File: config.mk
export PLATFORM = sky130hd
export DESIGN_NAME = bb3_out
export DESIGN_NICKNAME = d
export VERILOG_FILES = /design/src/rtl/core/bb3_pkg.sv /design/src/rtl/core/bb3_out.sv
export SDC_FILE = /design/constraint.sdc
export NUM_CORES = 1
export LEC_CHECK = 0
export BUFFER_PORTS_ARGS = -buffer_cell sky130_fd_sc_hd__buf_2
export CAP_MARGIN = 10
export CORE_UTILIZATION = 60
export CTS_CLUSTER_DIAMETER = 60
export CTS_CLUSTER_SIZE = 16
export DETAILED_ROUTE_END_ITERATION = 8
export PLACE_DENSITY = 0.79
export SYNTH_ARGS = -nofsm -noshare
export SYNTH_HDL_FRONTEND = slang
export SYNTH_SLANG_ARGS = --single-unit
File: constraint.sdc
create_clock -name i_clk -period 9.5 [get_ports i_clk]
set_clock_uncertainty 0.05 [all_clocks]
set_input_delay 1.425 -clock i_clk [delete_from_list [all_inputs] [get_ports i_clk]]
set_output_delay 1.425 -clock i_clk [all_outputs]
set_load 0.005 [all_outputs]
File: src/rtl/core/bb3_pkg.sv
package bb3_pkg;

    // Register map and reset values
    localparam int unsigned CfgWidthW  = 11;
    localparam int unsigned CfgHeightW = 13;
    localparam int unsigned CfgDataW   = 13;
    localparam logic [CfgWidthW-1:0]  WidthReset  = 11'd640;
    localparam logic [CfgHeightW-1:0] HeightReset = 13'd480;
    localparam logic CFG_IMAGE_WIDTH  = 1'b0;
    localparam logic CFG_IMAGE_HEIGHT = 1'b1;

    // Item kinds
    localparam logic OP_PIXEL = 1'b0;
    localparam logic OP_DRAIN = 1'b1;

    // Data widths: channel, pixel, column sum of three samples, window sum of nine
    localparam int unsigned ChanW   = 8;
    localparam int unsigned PixW    = 3 * ChanW;
    localparam int unsigned ColSumW = 10;
    localparam int unsigned SumW    = 12;

    // Reciprocals scaled by 2^16 for the rounded mean
    localparam int unsigned RecipW = 14;
    localparam logic [RecipW-1:0] Recip9 = 14'd7282;
    localparam logic [RecipW-1:0] Recip6 = 14'd10923;

    // Number of samples in the window
    typedef enum logic [1:0] {
        CNT_4,
        CNT_6,
        CNT_9
    } t_cnt;

    typedef logic [2:0][ColSumW-1:0] t_chsum;

    typedef struct packed {
        logic [2:0][SumW-1:0] sum;
        t_cnt                 cnt;
        logic                 last;
        logic                 fend;
    } t_job;

    // Up to two results caused by one item, first one in a
    typedef struct packed {
        logic a_vld;
        logic b_vld;
        t_job a;
        t_job b;
    } t_job_pair;

    function automatic t_cnt f_cnt(input logic rows3, input logic cols3);
        t_cnt c;
        if (rows3 && cols3) begin
            c = CNT_9;
        end else if (rows3 || cols3) begin
            c = CNT_6;
        end else begin
            c = CNT_4;
        end
        return c;
    endfunction

    // Mean rounded half up: (sum + cnt/2) / cnt; reciprocal multiply for 6 and 9, shift for 4
    function automatic logic [ChanW-1:0] f_div_round(input logic [SumW-1:0] sum,
                                                     input t_cnt cnt);
        logic [SumW-1:0]        x;
        logic [SumW+RecipW-1:0] prod;
        logic [ChanW-1:0]       q;
        x    = sum;
        prod = '0;
        q    = '0;
        case (cnt)
            CNT_9: begin
                x    = sum + SumW'(4);
                prod = (SumW+RecipW)'(x) * (SumW+RecipW)'(Recip9);
                q    = prod[16 +: ChanW];
            end
            CNT_6: begin
                x    = sum + SumW'(3);
                prod = (SumW+RecipW)'(x) * (SumW+RecipW)'(Recip6);
                q    = prod[16 +: ChanW];
            end
            default: begin
                x = sum + SumW'(2);
                q = x[2 +: ChanW];
            end
        endcase
        return q;
    endfunction

endpackage

File: src/rtl/core/bb3_out.sv
module bb3_out
    import bb3_pkg::*;
(
    input  logic            i_clk,
    input  logic            i_rst_n,
    input  logic            i_accept,
    input  t_job_pair       i_jobs,
    output logic            o_ready,
    output logic            o_valid,
    input  logic            i_ready,
    output logic [PixW-1:0] o_data,
    output logic            o_last,
    output logic            o_fend
);

    logic      r_a_vld, n_a_vld;
    logic      r_b_vld, n_b_vld;
    t_job      r_a;
    t_job      r_b;
    logic      r_o_vld, n_o_vld;
    logic [PixW-1:0] r_o_data, n_o_data;
    logic      r_o_last;
    logic      r_o_fend;

    logic      take;
    logic      pop_a;
    logic      pop_b;
    t_job      sel;

    // Hand results to the output register one per cycle while it can take them, a before b
    assign take  = !r_o_vld || i_ready;
    assign pop_a = take && r_a_vld;
    assign pop_b = take && !r_a_vld && r_b_vld;
    assign sel   = r_a_vld ? r_a : r_b;

    // Take a new item when the result slots will be empty after this cycle
    assign o_ready = (!r_a_vld && !r_b_vld) || (take && !(r_a_vld && r_b_vld));

    always_comb begin
        n_a_vld = i_accept ? i_jobs.a_vld : (r_a_vld && !pop_a);
        n_b_vld = i_accept ? i_jobs.b_vld : (r_b_vld && !pop_b);
        if (pop_a || pop_b) begin
            n_o_vld = 1'b1;
        end else if (take) begin
            n_o_vld = 1'b0;
        end else begin
            n_o_vld = r_o_vld;
        end
        // Divide the window sums
        for (int ch = 0; ch < 3; ch++) begin
            n_o_data[ch*ChanW +: ChanW] = f_div_round(sel.sum[ch], sel.cnt);
        end
    end

    always_ff @(posedge i_clk) begin
        if (!i_rst_n) begin
            r_a_vld <= 1'b0;
            r_b_vld <= 1'b0;
            r_o_vld <= 1'b0;
        end else begin
            r_a_vld <= n_a_vld;
            r_b_vld <= n_b_vld;
            r_o_vld <= n_o_vld;
        end
    end

    always_ff @(posedge i_clk) begin
        if (i_accept) begin
            r_a <= i_jobs.a;
            r_b <= i_jobs.b;
        end
        if (pop_a || pop_b) begin
            r_o_data <= n_o_data;
            r_o_last <= sel.last;
            r_o_fend <= sel.fend;
        end
    end

    assign o_valid = r_o_vld;
    assign o_data  = r_o_data;
    assign o_last  = r_o_last;
    assign o_fend  = r_o_fend;

endmodule

# Word-level counts from Yosys, hierarchy flattened
# Index checks and enable logic that the tools add are counted.
[op_classes]
n_bitwise = 0
reduce_logical = 18
n_lt_le_gt_ge = 0
n_addsub = 9
eq_ne = 2
mul = 6
n_shift = 0
n_div = 0
n_mux = 8
[ops]
columns = ["op", "count"]
rows = [
  ["multiplier 12 x 14 -> 24 bit, second input constant", 3],
  ["multiplier 12 x 12 -> 23 bit, second input constant", 3],
  ["case mux 8 bit (2 select lines)", 3],
  ["two-way mux 40 bit", 1],
  ["adder 12 x 2 -> 12 bit, second input constant", 3],
  ["adder 12 x 3 -> 12 bit, second input constant", 3],
  ["adder 10 x 2 -> 10 bit, second input constant", 3],
  ["logical AND 1 bit", 8],
  ["logical NOT 1 bit", 6],
  ["two-way mux 1 bit", 4],
  ["logical OR 1 bit", 3],
  ["== test 2 x 1 -> 1 bit, second input constant", 1],
  ["== test 2 bit, second input constant", 1],
  ["nonzero test 2 bit", 1],
]
[word_totals]
ramBits = 0
latchBits = 0
out_inout_bits = 28
n_memories = 0
word_cells = 61
register_bits = 109
mem_bits_ro = 0

# Longest topological paths before layout
# Gate-level depths: netlist of the first run.
[depth]
depth_word = 7
depth_mapped = 31
depth_no_buf = 27

# Least setup slack after synthesis of the first run
# OpenSTA, ideal clock, no wires.
[synth_timing]
kind = "register to register"
start = "reg r_a_vld"
end = "reg r_o_data[20] (netlist: o_data[20]) (data pin)"
path_buffers = 4
synth_period_minus_slack_ps = 7165
slack_ps = 2335
path_stages_with_launch = 29
t_arrival_ps = 6845
setup_time_ps = 270
path_cell_list = "dfxtp_1 > buf_6 > buf_6 > buf_4 > buf_2 > mux2i_1 > inv_1 > ha_1 > a21oi_1 > nand2b_1 > nor2_1 > xnor2_1 > ha_1 > inv_1 > fa_1 > inv_1 > fa_1 > fa_1 > inv_1 > fa_1 > inv_1 > ha_1 > or4_1 > o22ai_1 > a31oi_1 > nor2_1 > xnor2_1 > a221oi_1 > a21oi_1"
[synth_between]
elab_chain_len = 4
[synth_lines]
columns = ["item", "line_no", "text"]
rows = [
  ["start: declaration", "bb3_out.sv:16", "logic r_a_vld, n_a_vld;"],
  ["start signal: assignment", "bb3_out.sv:61", "r_a_vld <= n_a_vld;"],
  ["two-way mux 40 bit *", "bb3_out.sv:34", "assign sel = r_a_vld ? r_a : r_b;"],
  ["adder 12 x 2 -> 12 bit / adder 12 x 3 -> 12 bit (equally long branches)", "bb3_pkg.sv:79, bb3_pkg.sv:74", ""],
  ["multiplier 12 x 14 -> 24 bit / multiplier 12 x 12 -> 23 bit (equally long branches)", "bb3_pkg.sv:80, bb3_pkg.sv:75", ""],
  ["case mux 8 bit (2 select lines) *", "bb3_pkg.sv:72", "case (cnt)"],
  ["net n_o_data[20]", "bb3_out.sv:21", "logic [PixW-1:0] r_o_data, n_o_data;"],
  ["end signal: assignment", "bb3_out.sv:73", "r_o_data <= n_o_data;"],
  ["end: declaration", "bb3_out.sv:21", ""],
]
# The timed path passes the listed nets; every way through them passes the cells marked *.
# A chain may end at the register's enable or synchronous reset.

# Worst setup path in the final report of the first run
[layout_timing]
start = "reg r_a_vld"
end = "reg r_o_data[23] (netlist: o_data[23]) (data pin)"
# Same word-level chain as after synthesis.

==> results of run 1 <==
[critical path, delay by kind of cell, from the launching register on]
family / cells / cell delay, ns
mux: 1 / 0.38
simple gates: 3 / 0.72
compound gates: 6 / 1.69
fa+ha+maj: 7 / 2.87
buf+inv: 4 / 1.06
xor+xnor: 2 / 0.73
flops: 1 / 0.48
[kinds of logic (layout without fill, tap and decap cells)]
| group | after synthesis | count (layout) |
|---|---|---|
| muxes | 43 | 43 |
| xor gates and xnor gates | 128 | 128 |
| buffers and inverters | 472 | 590 |
| adders and majority gates | 611 | 611 |
| AOI/OAI and AO/OA | 206 | 206 |
| DFF | 109 | 109 |
| and+or+nand+nor | 234 | 234 |
[cells in the mapped netlist (7+ instances only)]
library cell,number
inv_1,452
ha_1,404
fa_1,207
edfxtp_1,106
xnor2_1,80
nor2_1,59
nand2_1,52
xor2_1,48
a21oi_1,43
mux2i_1,36
o21ai_0,32
nor3_1,26
nand3_1,20
a21o_1,17
nand2b_1,16
nor2b_1,16
o21a_1,16
o211ai_1,14
clkbuf_1,12
a211oi_1,11
a31oi_1,11
a22oi_1,8
o31ai_1,8
or3_1,7
[area by class of cell]
cell class	instances	area, µm²	area share, %
clock buffer	9	225	1.14
timing repair buffer	119	613	3.10
sequential	109	3240	16.4
multi-input combinational	1222	13400	67.8
inverter	455	1710	8.64
tap	390	488	2.47
clock inverter	7	93.8	0.475
[state kept, by name, indices dropped and copies added (netlist names)]
name     count
r_a_vld      1
o_fend       1
r_b_vld      1
r_b         40
o_valid      1
o_last       1
o_data      24
r_a         40
[metal layers]
| layer | up-vias | wire (µm) | global-route usage [%] |
|---|---|---|---|
| met5 | - | 13 | 0 |
| li1 | 6177 | - | - |
| met1 | 6236 | 17300 | 34.5 |
| met3 | 75 | 2300 | 4.79 |
| met4 | 2 | 880 | 7.15 |
| met2 | 367 | 19900 | 48.2 |
[metrics by stage]
step | cell area [µm²] | setup slack, ns | cells | utilization (%)
after floorplan | 18400 | 2.34 | 1803 | -
after global placement | 19400 | 1.45 | 2295 | 64.9
after detailed placement | 19400 | 1.33 | 2295 | 64.9
after CTS | 19800 | 1.23 | 2311 | 66.0
after global routing | 19800 | 0.788 | 2311 | 66.0
final | 19800 | 1.18 | 2311 | 66.0
[worst min-delay path by stage]
stage	to	from	slack (ns)
2_1_floorplan	o_valid$_SDFFE_PN0P_	r_b_vld$_SDFF_PN0_	0.46
3_3_place_gp	o_valid$_SDFFE_PN0P_	r_b_vld$_SDFF_PN0_	0.49
3_5_place_dp	o_last$_DFFE_PP_	r_a[1]$_DFFE_PP_	0.50
4_1_cts	o_last$_DFFE_PP_	r_a[1]$_DFFE_PP_	0.52
5_1_grt	o_last$_DFFE_PP_	r_a[1]$_DFFE_PP_	0.54
6_report	o_last$_DFFE_PP_	r_b[1]$_DFFE_PP_	0.52
==> flow_summary.json, run 1 <==
{
  "outcome": "finished clean",
  "worst_pin_slew_ns": 0.906,
  "final-hold-violation-count": 0,
  "n_antenna_cell": 0,
  "synth_area_leader_cell": "ha_1",
  "die_w_um": 177,
  "grt_pass1_wl_um": 66600,
  "grt_max_degree": 64,
  "startpoint": "r_a_vld$_SDFF_PN0_",
  "synth_cell_types": 70,
  "synthTopCellsByArea": "ha_1 (27%), fa_1 (22%), edfxtp_1 (17%)",
  "drtAntennaViolNets": 0,
  "clkLatencyLatePin_ns": 0.38,
  "crit_path_top_delay_cell": "buf_4",
  "path_max_fanout": 44,
  "antenna_found_initial": 1,
  "wl_per_cell_um": 17.5,
  "vias": 12857,
  "clk_path_buf_depth": 2,
  "synthXorXnorAreaFrac_pct": 6.09,
  "cap_violations": 0,
  "initial_utilization_pct": 61.5,
  "synth.cell_area_um2": 18400,
  "dr.pass1.iters": 7,
  "setup_viol": 0,
  "gr-total-overflow": 0,
  "h-tree-depth": 3,
  "fin_nets": 2613,
  "cts_hold_buf": 0,
  "criticalPathCategory": "flip-flop to flip-flop",
  "rows": 63,
  "fp.dieArea_um2": 31400,
  "grt_usage_pct": 27.4,
  "synth-simple-area-share_pct": 6.34,
  "ff2ff_setup_slack_ns": 1.18,
  "reg2reg_depth": 23,
  "cp_data_required_time_ns": 9.57,
  "grt_pass1_vias": 13873,
  "ys_warn_count": 0,
  "synth_top_family_by_area": "adder cells",
  "final_cell_mix": "inv_1 (452), ha_1 (404), fa_1 (207)",
  "hold_ws_ns": 0.520,
  "tns_ns": 0,
  "synth_flop_cell": "edfxtp_1",
  "muxShareOfSynthArea_pct": 2.46,
  "cts_buffers": 9,
  "die_h_um": 177,
  "synth_cells": 1803,
  "cts_resized": 0,
  "synth_edf_count": 106,
  "wl_um": 40500,
  "cts_setup_buffers": 0,
  "reg2reg_from": "r_a_vld$_SDFF_PN0_",
  "syn_to_final_growth_pct": 7.30,
  "synth_fa_ha_area_share_pct": 49.9,
  "endpoint": "o_data[23]$_DFFE_PP_",
  "path_common_cell": "fa_1",
  "hold_path.class": "flip-flop to flip-flop",
  "min_path_cells": 1,
  "clk_pin_slew_ns": 0.10,
  "rsz0062_at_grt": "false",
  "slew_violations": 0,
  "fillCellCount": 2297,
  "worst_setup_path_end_kind": "flip-flop",
  "max_freq_ghz": 0.120,
  "drive_above_1_share_pct": 8.07,
  "ys_seq_elements": 109,
  "clock-sinks": 109,
  "synth_compound_area_share_pct": 7.83,
  "ys_async_sr_fraction_pct": 0,
  "arrival_ns": 8.38,
  "drc": 0,
  "drt_iter0_markers": 791,
  "timing.final.crit_period_ns": 8.32,
  "netlist.area_leader.share_pct": 27.4,
  "core_um2": 30000,
  "period_share_pct": 87.5,
  "timing.rr.end": "o_data[23]$_DFFE_PP_",
  "gp_congestion": 0.954,
  "layout_commonest_cell": "inv_1",
  "port_buffers": 113,
  "dpl.hpwl_um": 34800,
  "num_io_pins": 114,
  "viasPerCell": 5.56,
  "syn_area_per_cell_um2": 10.2,
  "critical_path.startpoint_type": "flip-flop",
  "cts_root_buffer": "clkbuf_16",
  "tritoncts": "yes",
  "max-slew-margin-rel_pct": 37.9,
  "synth_nets": 2500,
  "cpPeakStageDelay_ns": 0.64,
  "ys_seq_area_share_pct": 17.6,
  "crit_chain": "buf_4 -> mux2i_1 -> inv_1 -> ha_1 -> nand2_1 -> or3_1 -> xor2_1 -> fa_1 -> ha_1 -> fa_1 -> inv_1 -> fa_1 -> inv_1 -> fa_1 -> ha_1 -> a211oi_1 -> nand2_1 -> a211o_1 -> a221oi_4 -> o2111ai_2 -> o31a_1 -> xnor2_1 -> o211ai_1"
}
Power of run 1 is left out: the tool's default activity adds up to more than one toggle a clock period on the data nets, which glitch-free logic cannot reach.
==> inputs of run 2 (changes only) <==
--- a/config.mk
+++ b/config.mk
@@ -5,13 +5,14 @@
 export SDC_FILE = /design/constraint.sdc
 export NUM_CORES = 1
 export LEC_CHECK = 0
+export ABC_AREA = 1
 export BUFFER_PORTS_ARGS = -buffer_cell sky130_fd_sc_hd__buf_2
 export CAP_MARGIN = 10
 export CORE_UTILIZATION = 60
 export CTS_CLUSTER_DIAMETER = 60
 export CTS_CLUSTER_SIZE = 16
 export DETAILED_ROUTE_END_ITERATION = 8
-export PLACE_DENSITY = 0.79
+export PLACE_DENSITY = 0.78
 export SYNTH_ARGS = -nofsm -noshare
 export SYNTH_HDL_FRONTEND = slang
 export SYNTH_SLANG_ARGS = --single-unit
==> run 2 against run 1 <==
  * Synthesized cell count rose by 48%
  * Final cell count rose by 40%
  * Non-clock buffer count fell by 4
  * Largest cell class unchanged
  * Via count rose by 38%
  * Sequential share of layout area fell by 2.1 points
==> flow_summary.json, run 2 <==
{
  "ys_seq_elements": 109,
  "layout_commonest_cell": "inv_1",
  "clock-sinks": 109,
  "antenna_found_initial": 0,
  "synth_edf_count": 106,
  "drt_iter0_markers": 1193,
  "ys_async_sr_fraction_pct": 0,
  "slew_violations": 0,
  "synthTopCellsByArea": "ha_1 (24%), fa_1 (19%), edfxtp_1 (15%)",
  "synthXorXnorAreaFrac_pct": 3.12,
  "core_um2": 34800,
  "synth_fa_ha_area_share_pct": 43.1,
  "top_usage_layer": "met2",
  "initial_utilization_pct": 61.4,
  "clk_pin_slew_ns": 0.08,
  "viasPerCell": 5.47,
  "dpl.hpwl_um": 47600,
  "synth_cells": 2667,
  "h-tree-depth": 3,
  "dr.pass1.iters": 5,
  "ys_seq_area_share_pct": 15.2,
  "setup_viol": 0,
  "port_buffers": 113,
  "max-slew-margin-rel_pct": 23.3,
  "num_io_pins": 114,
  "die_h_um": 191,
  "path_max_fanout": 42,
  "fin_nets": 3473,
  "synth_cell_types": 48,
  "fp.dieArea_um2": 36400,
  "gr-total-overflow": 0,
  "synth_nets": 3364,
  "criticalPathCategory": "flip-flop to flip-flop",
  "syn_area_per_cell_um2": 8.01,
  "critical_path.startpoint_type": "flip-flop",
  "cts_resized": 0,
  "grt_pass1_vias": 17998,
  "worst_setup_path_end_kind": "flip-flop",
  "synth_flop_cell": "edfxtp_1",
  "outcome": "finished clean",
  "cts_setup_buffers": 0,
  "reg2reg_depth": 29,
  "grt_util_met3_pct": 2.80,
  "tritoncts": "yes",
  "ys_warn_count": 0,
  "grt_use_met2_pct": 56.5,
  "drtAntennaViolNets": 0,
  "multiInputGateArea_um2": 15700,
  "synth_area_leader_cell": "ha_1",
  "cts_root_buffer": "clkbuf_16",
  "drive_above_1_share_pct": 8.49,
  "arrival_ns": 7.47,
  "muxShareOfSynthArea_pct": 0.141,
  "tns_ns": 0,
  "period_share_pct": 77.7,
  "grt_max_degree": 83,
  "clkLatencyLatePin_ns": 0.38,
  "grt_pass1_wl_um": 90400,
  "path_common_cell": "inv_1",
  "hold_path.class": "flip-flop to flip-flop",
  "register_area_um2": 3240,
  "yosysMostFrequentCell": "inv_1",
  "grt_usage_pct": 31.8,
  "final-hold-violation-count": 0,
  "synth-simple-area-share_pct": 20.0,
  "wl_per_cell_um": 17.1,
  "startpoint": "r_a_vld$_SDFF_PN0_",
  "clk_path_buf_depth": 2,
  "timing.rr.end": "o_data[16]$_DFFE_PP_",
  "cts_buffers": 9,
  "cp_data_required_time_ns": 9.59,
  "fillCellCount": 2999,
  "n_antenna_cell": 0,
  "synth_compound_area_share_pct": 7.02,
  "die_w_um": 191,
  "rows": 68,
  "reg2reg_from": "r_a_vld$_SDFF_PN0_",
  "vias": 17701,
  "timing.final.crit_period_ns": 7.38,
  "drc": 0,
  "ff2ff_setup_slack_ns": 2.12,
  "cap_violations": 0,
  "crit_path_top_delay_cell": "buf_4",
  "endpoint": "o_data[16]$_DFFE_PP_",
  "synth_commonest_cells": "inv_1 (598), nand2_1 (529), ha_1 (404), fa_1 (207), nor2_1 (190)",
  "rsz0062_at_grt": "false",
  "final_cell_mix": "inv_1 (598), nand2_1 (529), ha_1 (404)",
  "cts_hold_buf": 0,
  "wl_um": 55300,
  "gp_congestion": 0.962,
  "max_freq_ghz": 0.135,
  "synth.cell_area_um2": 21400,
  "synth_top_family_by_area": "adder cells",
  "met1_usage_pct": 41.2,
  "netlist.area_leader.share_pct": 23.7,
  "worst_pin_slew_ns": 1.15,
  "syn_to_final_growth_pct": 6.19,
  "cpPeakStageDelay_ns": 0.62
}
-- run 2: cell count changes after synthesis, sizes merged, moves of 57 or more --
cell / change
a21oi: +75
xnor2: -57
nor2: +141
nand2: +500
inv: +168
nand3: +102
-- run 2: worst min path at each step --
stage | from | to | slack, ns | cells after the start
finish | r_b_vld$_SDFF_PN0_ | r_b_vld$_SDFF_PN0_ | 0.47 | 2
global route | r_a[0]$_DFFE_PP_ | o_fend$_DFFE_PP_ | 0.50 | 2
CTS | r_b_vld$_SDFF_PN0_ | r_b_vld$_SDFF_PN0_ | 0.47 | 2
detailed placement | r_b[0]$_DFFE_PP_ | o_fend$_DFFE_PP_ | 0.45 | 2
global placement | r_b_vld$_SDFF_PN0_ | r_b_vld$_SDFF_PN0_ | 0.46 | 2
floorplan | r_b_vld$_SDFF_PN0_ | r_b_vld$_SDFF_PN0_ | 0.43 | 2
-- run 2: critical path, delay by kind of cell (launching register included) --
| family | cells | cell delay [ns] |
|---|---|---|
| XOR/XNOR | 1 | 0.60 |
| AO/OA/AOI/OAI | 5 | 1.14 |
| buffers and inverters | 8 | 1.26 |
| AND/OR/NAND/NOR | 8 | 0.85 |
| adder cells (fa/ha/maj) | 7 | 2.87 |
| flip-flops | 1 | 0.37 |
-- run 2: logic make-up (layout without fill, tap and decap cells) --
family | count (synthesis) | after routing
compound gates | 258 | 258
xor+xnor | 71 | 71
fa+ha+maj | 611 | 611
buf+inv | 639 | 753
flops | 109 | 109
mux | 3 | 3
simple gates | 976 | 976
-- run 2: per-stage QoR --
step           area [µm²]  hold slack [ns]  util (%)  instances  worst slack, ns
6_report            22700            0.467      65.2       3236             2.12
2_1_floorplan       21400            0.431         -       2667             3.36
4_1_cts             22700            0.473      65.2       3236             2.23
3_5_place_dp        22400            0.450      64.4       3220             2.26
5_1_grt             22700            0.495      65.2       3236             1.70
3_3_place_gp        22400            0.456      64.4       3220             2.33
-- run 2: area by class of cell --
| cell class | instances | share of cell area [%] |
|---|---|---|
| clock buffers | 12 | 1.13 |
| repair buffers | 115 | 2.57 |
| multi-input cells | 1919 | 69.1 |
| inverters | 622 | 10.3 |
| flip-flops and latches | 109 | 14.3 |
| well taps | 455 | 2.51 |
| clock inverters | 4 | 0.132 |
-- run 2: per-layer routing --
metal	share of wire, %	vias to the layer above
met5	0	-
met4	2.7	0
met3	4.9	100
met2	50	536
met1	43	8441
li1	-	8624
Power of run 2 is left out for the same reason.
==> inputs of run 3 (changes only) <==
--- a/config.mk
+++ b/config.mk
@@ -8,11 +8,11 @@
 export ABC_AREA = 1
 export BUFFER_PORTS_ARGS = -buffer_cell sky130_fd_sc_hd__buf_2
 export CAP_MARGIN = 10
-export CORE_UTILIZATION = 60
+export CORE_UTILIZATION = 58
 export CTS_CLUSTER_DIAMETER = 60
 export CTS_CLUSTER_SIZE = 16
 export DETAILED_ROUTE_END_ITERATION = 8
-export PLACE_DENSITY = 0.78
+export PLACE_DENSITY = 0.79
 export SYNTH_ARGS = -nofsm -noshare
 export SYNTH_HDL_FRONTEND = slang
 export SYNTH_SLANG_ARGS = --single-unit
==> constraint.sdc (replaced) <==
create_clock -name i_clk -period 6 [get_ports i_clk]
set_clock_uncertainty 0.05 [all_clocks]
set_input_delay 0.9 -clock i_clk [delete_from_list [all_inputs] [get_ports i_clk]]
set_output_delay 0.9 -clock i_clk [all_outputs]
set_load 0.005 [all_outputs]
==> run 3 against run 2 <==
  * The run now ends with setup timing left
  * Count of clock-buffer cells in the layout shrank 3
  * Die area increased by 3.4%
  * First-iteration DRC count up 56%
  * Sequential cell count unchanged
  * Sequential share of layout area is 2.6 points lower
  * Utilization is 12 points higher
  * Largest cell class unchanged
==> flow_summary.json, run 3 (synthesis results as in run 2) <==
{
  "dr.pass1.iters": 6,
  "final-hold-violation-count": 0,
  "antenna_found_initial": 4,
  "grt_pass1_vias": 20094,
  "fillCellCount": 2277,
  "rsz0062_at_grt": "true",
  "path_max_fanout": 5,
  "reg2reg_depth": 34,
  "syn_to_final_growth_pct": 30.3,
  "timing.final.crit_period_ns": 6.20,
  "drtAntennaViolNets": 0,
  "clk_pin_slew_ns": 0.08,
  "die_h_um": 194,
  "fp.dieArea_um2": 37600,
  "layout_commonest_cell": "inv_1",
  "cts_hold_buf": 0,
  "clkLatencyLatePin_ns": 0.41,
  "multiInputGateArea_um2": 17900,
  "path_delay_family": "adder cells",
  "final_cells": 3590,
  "fin_nets": 3815,
  "setup_viol": 17,
  "max-slew-margin-rel_pct": 20.4,
  "crit_path_top_delay_cell": "fa_1",
  "die_w_um": 194,
  "rows": 69,
  "max_freq_ghz": 0.161,
  "viasPerCell": 5.74,
  "clock-sinks": 109,
  "h-tree-depth": 3,
  "initial_utilization_pct": 59.5,
  "slew_violations": 0,
  "min_path_cells": 2,
  "wl_um": 71000,
  "cp_data_required_time_ns": 6.09,
  "tns_ns": -1.52,
  "violations": "setup timing",
  "cap_violations": 0,
  "critical_path.startpoint_type": "flip-flop",
  "cp.depth": 34,
  "path_common_cell": "inv_2",
  "hold_path.class": "flip-flop to flip-flop",
  "cpPeakStageDelay_ns": 0.57,
  "worst_setup_path_end_kind": "flip-flop",
  "clk_path_buf_depth": 2,
  "wl_per_cell_um": 19.8,
  "final_cell_mix": "inv_1 (537), nand2_1 (470), ha_1 (320)",
  "arrival_ns": 6.29,
  "setup_slack_ns": -0.197,
  "outcome": "finished with violations",
  "drc": 0,
  "worst_pin_slew_ns": 1.19,
  "core_um2": 35900,
  "vias": 20591,
  "path_buf_inv": 11,
  "dpl.hpwl_um": 51400,
  "grt_pass1_wl_um": 100000,
  "criticalPathCategory": "flip-flop to flip-flop",
  "drt_iter0_markers": 1863,
  "gp_congestion": 1.03,
  "gr-total-overflow": 0,
  "register_area_um2": 3250,
  "period_share_pct": 103,
  "grt_usage_pct": 33.6,
  "cts_buffers": 9,
  "tritoncts": "yes",
  "placed_cells": 3500,
  "grt_max_degree": 61,
  "port_buffers": 113,
  "cts_root_buffer": "clkbuf_16",
  "drive_above_1_share_pct": 31.3,
  "num_io_pins": 114
}
==> run 3: cell count changes in the layout (fill, tap and decap cells not counted), moves of 57 or more <==
cell and change:
ha_4 +74, inv_2 +57, nor2_1 -60, nand2_1 -59
inv_1 -61, ha_1 -84, buf_4 +308
==> run 3: layout make-up <==
| cell class | count | area share, % |
|---|---|---|
| Sequential cell | 109 | 11.7 |
| Antenna cell | 6 | 0.0539 |
| Timing Repair inverter | 1 | 0.0405 |
| Tap cell | 461 | 2.07 |
| Multi-Input combinational cell | 1919 | 64.5 |
| Clock inverter | 7 | 0.283 |
| Timing Repair Buffer | 456 | 12.2 |
| Inverter | 622 | 8.45 |
| Clock buffer | 9 | 0.809 |
==> run 3: final timing paths <==
check	start	to	slack (ns)
hold reg to reg	r_b_vld$_SDFF_PN0_	r_b_vld$_SDFF_PN0_	0.50
setup reg to reg	r_a_vld$_SDFF_PN0_	o_data[17]$_DFFE_PP_	-0.20
setup / recovery	r_a_vld$_SDFF_PN0_	o_data[17]$_DFFE_PP_	-0.20
hold / removal	r_b_vld$_SDFF_PN0_	r_b_vld$_SDFF_PN0_	0.50
==> run 3: metrics by stage <==
step	utilization [%]	cell area, µm²	hold slack [ns]	setup WS [ns]
2_1_floorplan	-	21400	0.431	0.00403
3_3_place_gp	68.2	24500	0.440	-0.200
3_5_place_dp	68.2	24500	0.479	-0.304
4_1_cts	71.2	25600	0.490	-0.0334
5_1_grt	77.5	27800	0.533	-0.356
6_report	77.5	27800	0.503	-0.197
==> run 3: worst register-to-register path: cells and delay by family, from the launching register on <==
kind / cells / cell delay, ns
adder cells (fa/ha/maj): 7 / 2.53
XOR/XNOR: 1 / 0.22
AO/OA/AOI/OAI: 2 / 0.31
flip-flops: 1 / 0.42
buffers and inverters: 11 / 0.98
AND/OR/NAND/NOR: 13 / 1.44
==> run 3: layer usage <==
| metal | routed length, µm | GRT usage, % | up-vias |
|---|---|---|---|
| met5 | 0 | 0 | - |
| met4 | 4930 | 16.0 | 0 |
| li1 | - | - | 9313 |
| met3 | 5510 | 4.66 | 358 |
| met1 | 26100 | 41.4 | 9825 |
| met2 | 34500 | 58.0 | 1095 |
==> run 3: repair_timing <==
action | CTS | global route
pin swaps | 51 | 202
endpoints found under the setup margin | 24 | 24
gates cloned | 1 | 2
setup buffers | 21 | 47
gates resized for setup | 142 | 416
Power of run 3 is left out for the same reason.
